==> src/rtl/raa_pkg.sv <==
`default_nettype none
// ----------------------------------------------------------------------------
// Region arena allocator package
// Shared constants, codes and the fill memory request type.
// ----------------------------------------------------------------------------
package raa_pkg;

  localparam int MaxRegions = 16;
  localparam int RegionIdxW = (MaxRegions > 1) ? $clog2(MaxRegions) : 1;
  localparam int FillW      = 16;
  localparam int RegionOutW = 8;

  localparam logic [1:0] ActAlloc   = 2'd0;
  localparam logic [1:0] ActRealloc = 2'd1;
  localparam logic [1:0] ActReset   = 2'd2;

  localparam logic [1:0] StatusOk     = 2'd0;
  localparam logic [1:0] StatusTooBig = 2'd1;
  localparam logic [1:0] StatusNoRoom = 2'd2;

  localparam logic [FillW-1:0] CapacityReset = FillW'(1024);

  // One write port and one read port into the fill memory.
  typedef struct packed {
    logic                  we;
    logic [RegionIdxW-1:0] waddr;
    logic [FillW-1:0]      wdata;
    logic                  re;
    logic [RegionIdxW-1:0] raddr;
  } ram_req_t;

endpackage
`default_nettype wire

==> src/rtl/raa_fill_ram.sv <==
`default_nettype none
// ----------------------------------------------------------------------------
// Region fill memory
// One write port and one registered read port holding the fill of each region.
// ----------------------------------------------------------------------------
module raa_fill_ram (
  input  wire                             clk_i,
  input  wire raa_pkg::ram_req_t          req_i,
  output logic [raa_pkg::FillW-1:0]       rdata_o
);

  logic [raa_pkg::FillW-1:0] mem [raa_pkg::MaxRegions];
  logic [raa_pkg::FillW-1:0] rdata_q;

  always_ff @(posedge clk_i) begin
    if (req_i.we) begin
      mem[req_i.waddr] <= req_i.wdata;
    end
    if (req_i.re) begin
      rdata_q <= mem[req_i.raddr];
    end
  end

  assign rdata_o = rdata_q;

endmodule
`default_nettype wire

==> src/rtl/region_arena_allocator.sv <==
`default_nettype none
// A reset, an unused action, an oversized request or a reallocation that does
// not grow gives its result in the cycle after start. A first-fit walk reads
// one region fill per cycle from the fill memory, busy staying high meanwhile.
// A new word may be started in the cycle the result strobe is high.
// Reset clears the capacity to 1024 and marks every fill as zero at once.
// ----------------------------------------------------------------------------
// Region arena allocator
// First-fit bump allocator over a row of equal regions, one fill per region.
// ----------------------------------------------------------------------------
module region_arena_allocator (
  input  wire                              clk_i,
  input  wire                              rst_ni,
  input  wire                              cfg_we_i,
  input  wire  [15:0]                      cfg_wdata_i,
  input  wire                              start,
  output logic                             busy,
  input  wire  [1:0]                       action_i,
  input  wire  [15:0]                      request_size_i,
  input  wire  [7:0]                       old_region_i,
  input  wire  [15:0]                      old_offset_i,
  input  wire  [15:0]                      prior_size_i,
  output logic                             done_o,
  output logic [7:0]                       region_index_o,
  output logic [15:0]                      byte_offset_o,
  output logic                             copy_needed_o,
  output logic [1:0]                       status_o
);

  localparam int IdxW = raa_pkg::RegionIdxW;
  localparam int FW   = raa_pkg::FillW;

  localparam logic StateIdle = 1'b0;
  localparam logic StateWalk = 1'b1;

  localparam logic [IdxW-1:0] LastIdx = IdxW'(raa_pkg::MaxRegions - 1);

  logic                    state_q, state_d;
  logic [IdxW-1:0]         idx_q, idx_d;
  logic [FW-1:0]           req_q, req_d;
  logic                    copy_q, copy_d;
  logic [FW-1:0]           cap_q;
  logic [raa_pkg::MaxRegions-1:0] valid_q, valid_d;

  logic                    done_d;
  logic [7:0]              region_d;
  logic [15:0]             offset_d;
  logic                    copy_out_d;
  logic [1:0]              status_d;

  raa_pkg::ram_req_t       ram_req;
  logic [FW-1:0]           rdata;
  logic [FW-1:0]           fill;
  logic [FW:0]             sum;
  logic                    fits;
  logic                    accept;
  logic                    grow;

  raa_fill_ram u_fill_ram (
    .clk_i   (clk_i),
    .req_i   (ram_req),
    .rdata_o (rdata)
  );

  assign accept = start && !busy;
  assign busy   = (state_q == StateWalk);
  assign grow   = (action_i == raa_pkg::ActAlloc) ||
                  ((action_i == raa_pkg::ActRealloc) && (request_size_i > prior_size_i));

  // A region never written since the last clear reads as empty.
  assign fill = valid_q[idx_q] ? rdata : '0;
  assign sum  = {1'b0, fill} + {1'b0, req_q};
  assign fits = (sum <= {1'b0, cap_q});

  always_comb begin
    state_d    = state_q;
    idx_d      = idx_q;
    req_d      = req_q;
    copy_d     = copy_q;
    valid_d    = valid_q;
    done_d     = 1'b0;
    region_d   = '0;
    offset_d   = '0;
    copy_out_d = 1'b0;
    status_d   = raa_pkg::StatusOk;
    ram_req    = '0;

    case (state_q)
      StateIdle: begin
        if (accept) begin
          if (grow) begin
            if (request_size_i > cap_q) begin
              done_d   = 1'b1;
              status_d = raa_pkg::StatusTooBig;
            end else begin
              state_d       = StateWalk;
              idx_d         = '0;
              req_d         = request_size_i;
              copy_d        = (action_i == raa_pkg::ActRealloc);
              ram_req.re    = 1'b1;
              ram_req.raddr = '0;
            end
          end else if (action_i == raa_pkg::ActRealloc) begin
            done_d   = 1'b1;
            region_d = old_region_i;
            offset_d = old_offset_i;
          end else begin
            done_d = 1'b1;
            if (action_i == raa_pkg::ActReset) begin
              valid_d = '0;
            end
          end
        end
      end
      StateWalk: begin
        if (fits) begin
          state_d          = StateIdle;
          done_d           = 1'b1;
          region_d         = 8'(idx_q);
          offset_d         = fill;
          copy_out_d       = copy_q;
          ram_req.we       = 1'b1;
          ram_req.waddr    = idx_q;
          ram_req.wdata    = sum[FW-1:0];
          valid_d[idx_q]   = 1'b1;
        end else if (idx_q == LastIdx) begin
          state_d  = StateIdle;
          done_d   = 1'b1;
          status_d = raa_pkg::StatusNoRoom;
        end else begin
          idx_d         = idx_q + 1'b1;
          ram_req.re    = 1'b1;
          ram_req.raddr = idx_q + 1'b1;
        end
      end
      default: begin
        state_d = StateIdle;
      end
    endcase
  end

  always_ff @(posedge clk_i or negedge rst_ni) begin
    if (!rst_ni) begin
      state_q <= StateIdle;
      idx_q   <= '0;
      valid_q <= '0;
      cap_q   <= raa_pkg::CapacityReset;
      done_o  <= 1'b0;
    end else begin
      state_q <= state_d;
      idx_q   <= idx_d;
      valid_q <= valid_d;
      done_o  <= done_d;
      if (cfg_we_i) begin
        cap_q <= cfg_wdata_i;
      end
    end
  end

  always_ff @(posedge clk_i) begin
    req_q          <= req_d;
    copy_q         <= copy_d;
    region_index_o <= region_d;
    byte_offset_o  <= offset_d;
    copy_needed_o  <= copy_out_d;
    status_o       <= status_d;
  end

`ifndef SYNTHESIS
  // The result of a walk appears only once the sequencer has returned to idle.
  a_done_not_busy: assert property (@(posedge clk_i) disable iff (!rst_ni)
    done_o |-> !busy) else $error("result strobe while walking");

  // A fitting region ends the walk with a strobe in the next cycle.
  a_fit_done: assert property (@(posedge clk_i) disable iff (!rst_ni)
    (state_q == StateWalk && fits) |=> (done_o && status_o == raa_pkg::StatusOk))
    else $error("fitting region gave no result");

  // Error results carry no place and no copy request.
  a_err_zero: assert property (@(posedge clk_i) disable iff (!rst_ni)
    (done_o && status_o != raa_pkg::StatusOk) |->
      (region_index_o == '0 && byte_offset_o == '0 && !copy_needed_o))
    else $error("error result carries a place");

  // A copy is only requested on a successful move.
  a_copy_ok: assert property (@(posedge clk_i) disable iff (!rst_ni)
    (done_o && copy_needed_o) |-> (status_o == raa_pkg::StatusOk))
    else $error("copy flagged on failed request");
`endif

endmodule
`default_nettype wire

==> config.mk <==
export PLATFORM = sky130hd
export DESIGN_NAME = region_arena_allocator
export DESIGN_NICKNAME = d
export VERILOG_FILES = /design/src/rtl/raa_pkg.sv /design/src/rtl/raa_fill_ram.sv /design/src/rtl/region_arena_allocator.sv
export SDC_FILE = /design/constraint.sdc
export NUM_CORES = 1
export LEC_CHECK = 0
export ABC_CLOCK_PERIOD_IN_PS = 7700
export BUFFER_PORTS_ARGS = -buffer_cell sky130_fd_sc_hd__buf_2
export CAP_MARGIN = 20
export CORE_AREA = 10 10 223 225
export CTS_BUF_LIST = sky130_fd_sc_hd__clkbuf_8 sky130_fd_sc_hd__clkbuf_16
export DETAILED_ROUTE_END_ITERATION = 16
export DIE_AREA = 0 0 233 235
export SYNTH_ARGS = -nofsm -noshare
export SYNTH_HDL_FRONTEND = slang
export SYNTH_SLANG_ARGS = --single-unit
==> constraint.sdc <==
create_clock -name clk_i -period 7.7 [get_ports clk_i]
set_clock_uncertainty 0.1 [all_clocks]
set_input_delay 0.77 -clock clk_i [delete_from_list [all_inputs] [get_ports clk_i]]
set_output_delay 0.77 -clock clk_i [all_outputs]
set_load 0.005 [all_outputs]
### After elaboration in Yosys (flattened, before gate mapping)

Memories as Yosys holds them, arrays and structs flattened. A register that Yosys moved wholly into a read port is not among the register bits.
Cells that the tools add are included.

* bits in read-only memories: 0
* latch bits: 0
* input bits: 78
* output and inout port bits: 29
* memories: 1
* register bits after elaboration: 82
* bits in writable memories: 256

Memories
* u_fill_ram.mem: words 16, width 16, rd ports 1, clocked after memory_dff 1, wr ports 1, line raa_fill_ram.sv:12 `logic [raa_pkg::FillW-1:0] mem [raa_pkg::MaxRegions];`

* div/mod/pow operators: 0
* reductions and logical operators: 10
* eq/ne operators: 12
* add/sub/neg operators: 2
* multiplexer cells: 55
* magnitude comparators: 5
* multipliers: 0
* bitwise gates (word level): 3
* shift-type cells: 0

Operators with widths (number)
* $mux W16: 10
* $pmux W16 S2: 2
* $mux W21: 2
* $gt A16 B16 Y1: 2
* $mux W5: 5
* $mux W4: 6
* $mux W8: 3
* $add A16 B16 Y17: 1
* $le A17 B16 Y1: 1
* $mux W1: 17
* $ne A2 B2 Y1 const B: 8
* $or A16 B16 Y16: 1
* $pmux W8 S2: 1
* $pmux W5 S2: 1
* $reduce_and A5 Y1: 2
* $pmux W4 S2: 1
* $lt A4 B5 Y1 const B: 1
* $add A4 B1 Y4 const B: 1
* $bmux W1 S4: 1
* $demux W1 S4: 1
* $eq A4 B4 Y1 const B: 1
* $ge A4 B1 Y1 const B: 1
* $mux W2: 2
* $pmux W1 S2: 2
* other kinds (11): 14

### Longest topological paths before layout

* depth in word-level cells: 9
* depth in mapped cells: 28
* gate-level depth less buffers: 24

### By module

From an unflattened synthesis, not the netlist that was laid out.

* cell total of the unflattened synthesis: 952
* area, all modules: 15248.4 um^2

By module, submodules not included
* raa_fill_ram: instances 1, area each 10202.3 um^2, cells each 432
* region_arena_allocator: instances 1, area each 5046.1 um^2, cells each 520

### Least setup slack after synthesis

Ideal clock, no wire load.

* path type: register -> register
* from: register idx_q[0]
* to: memory u_fill_ram.mem[12][0] (netlist bit) (enable)
* setup time: 409 ps
* cell stages (with the launch flop): 24
* data arrival time: 6268 ps
* path buffers: 3
* setup slack: 923 ps
* cell sequence: dfrtp_1 -> buf_2 -> mux4_2 -> mux4_2 -> clkbuf_1 -> and2_1 -> ha_1 -> a21o_1 -> nor3_4 -> a211oi_2 -> o31a_2 -> o21ai_0 -> nand2b_1 -> a21oi_1 -> xnor2_1 -> ha_1 -> o21a_1 -> o41ai_1 -> o211ai_1 -> a21o_1 -> nor3_1 -> clkbuf_1 -> nand3_1 -> nor3_1

* cells in the longest elaborated chain, start to end: 9

Ends and longest elaborated chain
* start, declared: line region_arena_allocator.sv:39 `logic [IdxW-1:0] idx_q, idx_d;`
* start signal, assigned: line region_arena_allocator.sv:151 `idx_q <= idx_d;`
* $bmux W1 S4: line region_arena_allocator.sv:71 `assign fill = valid_q[idx_q] ? rdata : '0;`
* $mux W1 (implied by the code): line region_arena_allocator.sv:71
* $mux W16: line region_arena_allocator.sv:71
* $add A16 B16 Y17: line region_arena_allocator.sv:72 `assign sum = {1'b0, fill} + {1'b0, req_q};`
* $le A17 B16 Y1: line region_arena_allocator.sv:73 `assign fits = (sum <= {1'b0, cap_q});`
* $mux W21 *: line region_arena_allocator.sv:116 `if (fits) begin`
* $mux W21 *: line region_arena_allocator.sv:88 `case (state_q)`
* $mux W1: line raa_fill_ram.sv:16 `if (req_i.we) begin`
* $mux W1 (implied by the code): line raa_fill_ram.sv:17 `mem[req_i.waddr] <= req_i.wdata;`
* end, declared: line raa_fill_ram.sv:12

Every way passes the cells marked *; elsewhere a longest branch is shown, timed or not. The select of a mux whose other input is x is not followed.

### Final worst setup path

* from: register idx_q[1]
* to: register u_fill_ram.rdata_q, in the netlist u_fill_ram.rdata_o[0] (read register of u_fill_ram.mem), data pin

* cells in the longest elaborated chain, start to end: 7

Ends and longest elaborated chain
* $bmux W1 S4: line region_arena_allocator.sv:71
* $mux W1 (implied by the code): line region_arena_allocator.sv:71
* $mux W16: line region_arena_allocator.sv:71
* $add A16 B16 Y17: line region_arena_allocator.sv:72
* $le A17 B16 Y1: line region_arena_allocator.sv:73
* $mux W5 *: line region_arena_allocator.sv:116
* $pmux W5 S2 *: line region_arena_allocator.sv:88
* end, declared: line raa_fill_ram.sv:13 `logic [raa_pkg::FillW-1:0] rdata_q;`

Marks and branches as above.
A chain may end at the register's enable or synchronous reset.

==> results.txt <==
----------------------------------------------------
[Final layout]
  Final core occ ... 40.7%
  Non-Filler Instances ... 1,916
  Most common cell after layout, fill and taps aside ... sky130_fd_sc_hd__edfxtp_1
  P&R area growth vs syn ... 17.5%
  Number of nets in the layout ... 1,437
  Count of filler cells inserted in the layout ... 4,179
  Antenna Diode Count ... 0
  Top library cells by usage in the layout, fill and taps aside ... sky130_fd_sc_hd__edfxtp_1 (289), sky130_fd_sc_hd__a21oi_1 (107), sky130_fd_sc_hd__buf_2 (106)
  Share of layout cells above drive strength 1 ... 20.3%

[Timing]
  Minimum clock period ... 7170 ps
  Worst path setup slack after routing ... 527 ps
  Setup repair after global routing missed its margin ... no
  FMAX ... 139 MHz
  Final hold slack ... 258 ps
  Max-slew violation count ... 0
  Final Cycle Share ... 93.2%
  Setup-violating endpoint count in the final report ... 0
  TNS Setup ... 0 ps
  Worst Max-Slew Pin Slew ... 1070 ps
  Hold Violations, Final ... 0
  Worst relative slew slack ... 28.8%

[Synthesis]
  Sequential share of the synthesized area ... 65.1%
  Synth unique cells ... 59
  Synthesized Nets ... 1,312
  Top_reg_cell synth ... sky130_fd_sc_hd__edfxtp_1
  Synthesized cell area ... 15,600 um2
  Count of flip-flops with a built-in enable after synthesis ... 289
  Synth Instances ... 1,165
  Fraction of registers with async set or reset after synthesis ... 10.7%
  Synthesis Warnings ... 0
  Number of storage elements in the synthesis netlist ... 354
  Average cell area after synthesis ... 13.4 um2

[Global route]
  Met3 demand-to-capacity share in global routing ... 2.47%
  Global-route wire length before repair ... 61,700 um
  Number of global-route vias before repair ... 9,961
  Number of antenna violations at the first check in global routing ... 0
  M1 GR Usage ... 20.3%
  GRT Overall Usage ... 14.6%
  Met2 Resource Use GR ... 23.1%
  Layer with the highest usage ... met2
  Overflow left after global routing ... 0
  Pin count of the biggest net entering global routing ... 78

[Min path]
  Worst min-delay path category ... input pin to async pin

[Clock tree]
  Clock transition time at the flip-flop clock pins of the worst setup and hold paths ... 60 ps
  CTS tree ... done
  Root buf cell ... sky130_fd_sc_hd__clkbuf_16
  TritonCTS Sinks ... 354
  Htree depth ... 2
  Quantity of hold-fixing buffers added after cts ... 0
  Number of buffers between clock root and the deepest sink ... 3
  Insertion delay of the later-clocked pin in the worst-skew pair ... 550 ps
  Num CTS Buffers ... 39
  Post-CTS resize count ... 0
  Post-CTS setup buffers ... 0

[Power]
  Worst IR Drop VDD ... 0.000175 V
  Power density over the cells ... 316 nW/um2
  Standby leakage power ... 0.00699 uW

[Floorplanning]
  Die Area ... 54,800 um2
  Count of pins on the block boundary ... 107
  Overall die height ... 235 um
  Area of the core region ... 45,100 um2
  Initial core utilization ... 34.7%
  Num rows ... 78
  Die Width ... 233 um

[Setup path]
  Worst Setup Start Kind ... flop
  Crit Path Category ... flop to flop
  Worst Path Buf+Inv ... 1
  Cell chain of the critical path ... mux4_2, mux4_2, nand2_1, inv_1, ha_1, a21o_1, a21oi_1, o21bai_1, nand3_1, a31oi_1, a41o_1, o41a_1, xor2_1, ha_1, nand4_1, nor2_1, o21ai_0, o211ai_1, a21oi_4, a211o_1, o21ai_0, a21oi_1, or4_1
  Slowest-stage cell, CP ... sky130_fd_sc_hd__dfrtp_1
  Delay of the slowest cell on the worst path ... 680 ps
  CP Data Required Time ... 7870 ps
  Data arrival at the endpoint of the critical path ... 7340 ps
  Largest delay share family, worst path ... compound AO/OA/AOI/OAI gates
  CP Capture Type ... flop
  Critical Path Fanout Max ... 17

[Routing]
  Via count of the routed design ... 10.1k
  DR vias/cell ... 5.26
  DR iter-0 viols ... 1,038
  Wire per inst ... 21.6 um
  First drt pass iteration count ... 5
  Antenna Violating Nets Remaining ... 0
  Remaining routing DRC violations ... 0
  Drt total wl ... 41,300 um

[Place]
  Final HPWL from detailed placement ... 26,900 um
  IO Port Bufs ... 106
  Final estimated routing congestion in global placement ... 0.898
  Placed cell count ... 1,849
  DP Worst Slack ... 637 ps

[Run status]
  Result of the run ... complete, no violations

[Run]
  Number of maximum-capacitance violations ... 0

----------------------------------------------------
## path summary, 6_finish.rpt
kind / start / end / slack, ps / depth (start not counted)
hold reg to reg: copy_q / copy_needed_o / 350 / 1
min in group clk_i: old_region_i[5] / region_index_o[5] / 330 / 2
max in group asynchronous: rst_ni / idx_q[0] / 6550 / 1
setup / recovery: idx_q[1] / u_fill_ram.rdata_o[0] / 530 / 23
hold / removal: rst_ni / cap_q[0] / 260 / 1
setup reg to reg: idx_q[1] / u_fill_ram.rdata_o[0] / 530 / 23
## metal layers
metal	vias to the layer above	share of wire, %
met5	-	0
li1	4665	-
met1	4991	45
met3	60	6.6
met2	359	46
met4	0	2.0
## cells in the mapped netlist, types with 17 or more instances
library cell                 n  share of area, %
sky130_fd_sc_hd__edfxtp_1  289                56
sky130_fd_sc_hd__a21oi_1   107               3.4
sky130_fd_sc_hd__nand2_1   105               2.5
sky130_fd_sc_hd__ha_1       68               5.4
sky130_fd_sc_hd__nor2_1     56               1.3
sky130_fd_sc_hd__o21ai_0    52               1.7
sky130_fd_sc_hd__a221oi_1   48               2.7
sky130_fd_sc_hd__mux2i_1    48               3.1
sky130_fd_sc_hd__inv_1      44               1.1
sky130_fd_sc_hd__dfrtp_1    37               5.9
sky130_fd_sc_hd__and2_1     34               1.4
sky130_fd_sc_hd__clkbuf_1   31              0.74
sky130_fd_sc_hd__dfxtp_1    27               3.5
sky130_fd_sc_hd__a22o_1     17              0.95
sky130_fd_sc_hd__buf_2      17              0.54
sky130_fd_sc_hd__mux2_2     17               1.2
## stage by stage
stage	area (um2)	total power, uW
floorplan	15600	3440
global placement	17000	3930
detailed placement	17000	3950
CTS	18400	5840
global route	18400	6090
finish	18400	5810
## area by class of cell
cell class	count	area (um2)	share of cell area, %
Tap cell	600	751	4.09
Clock buffer	45	1080	5.89
Inverter	44	165	0.899
Timing Repair Buffer	142	876	4.77
Multi-Input combinational cell	709	5070	27.6
Sequential cell	354	10200	55.4
Clock inverter	22	244	1.33
## cells by family after synthesis
kind of cell,synth area share (%)
muxes,5.02
and+or+nand+nor,8.09
adders and majority gates,5.57
xor gates and xnor gates,0.785
DFF,65.1
buffers and inverters,2.99
AOI/OAI and AO/OA,12.5
## registers in the layout, indices dropped and copies added (netlist names)
name and cells:
region_index_o 8, cap_q 16, busy 1, copy_needed_o 1, valid_q 16, u_fill_ram.mem 256, copy_q 1, status_o 2
req_q 16, idx_q 4, done_o 1, u_fill_ram.rdata_o 16, byte_offset_o 16
## worst register-to-register path, stage by stage, from the launching register on
cell,delay (ps)
sky130_fd_sc_hd__dfrtp_1,680
sky130_fd_sc_hd__mux4_2,380
sky130_fd_sc_hd__mux4_2,650
sky130_fd_sc_hd__nand2_1,220
sky130_fd_sc_hd__inv_1,70
sky130_fd_sc_hd__ha_1,280
sky130_fd_sc_hd__a21o_1,160
sky130_fd_sc_hd__a21oi_1,230
sky130_fd_sc_hd__o21bai_1,120
sky130_fd_sc_hd__nand3_1,120
sky130_fd_sc_hd__a31oi_1,120
sky130_fd_sc_hd__a41o_1,270
sky130_fd_sc_hd__o41a_1,340
sky130_fd_sc_hd__xor2_1,410
sky130_fd_sc_hd__ha_1,210
sky130_fd_sc_hd__nand4_1,90
sky130_fd_sc_hd__nor2_1,140
sky130_fd_sc_hd__o21ai_0,110
sky130_fd_sc_hd__o211ai_1,380
sky130_fd_sc_hd__a21oi_4,170
sky130_fd_sc_hd__a211o_1,660
sky130_fd_sc_hd__o21ai_0,330
sky130_fd_sc_hd__a21oi_1,80
sky130_fd_sc_hd__or4_1,550
## where the power goes
part	switching [uW]	internal, uW
sequential	71.1	2310
combinational	997	545
clock	746	1140
Power figures use the tool's default switching activity.
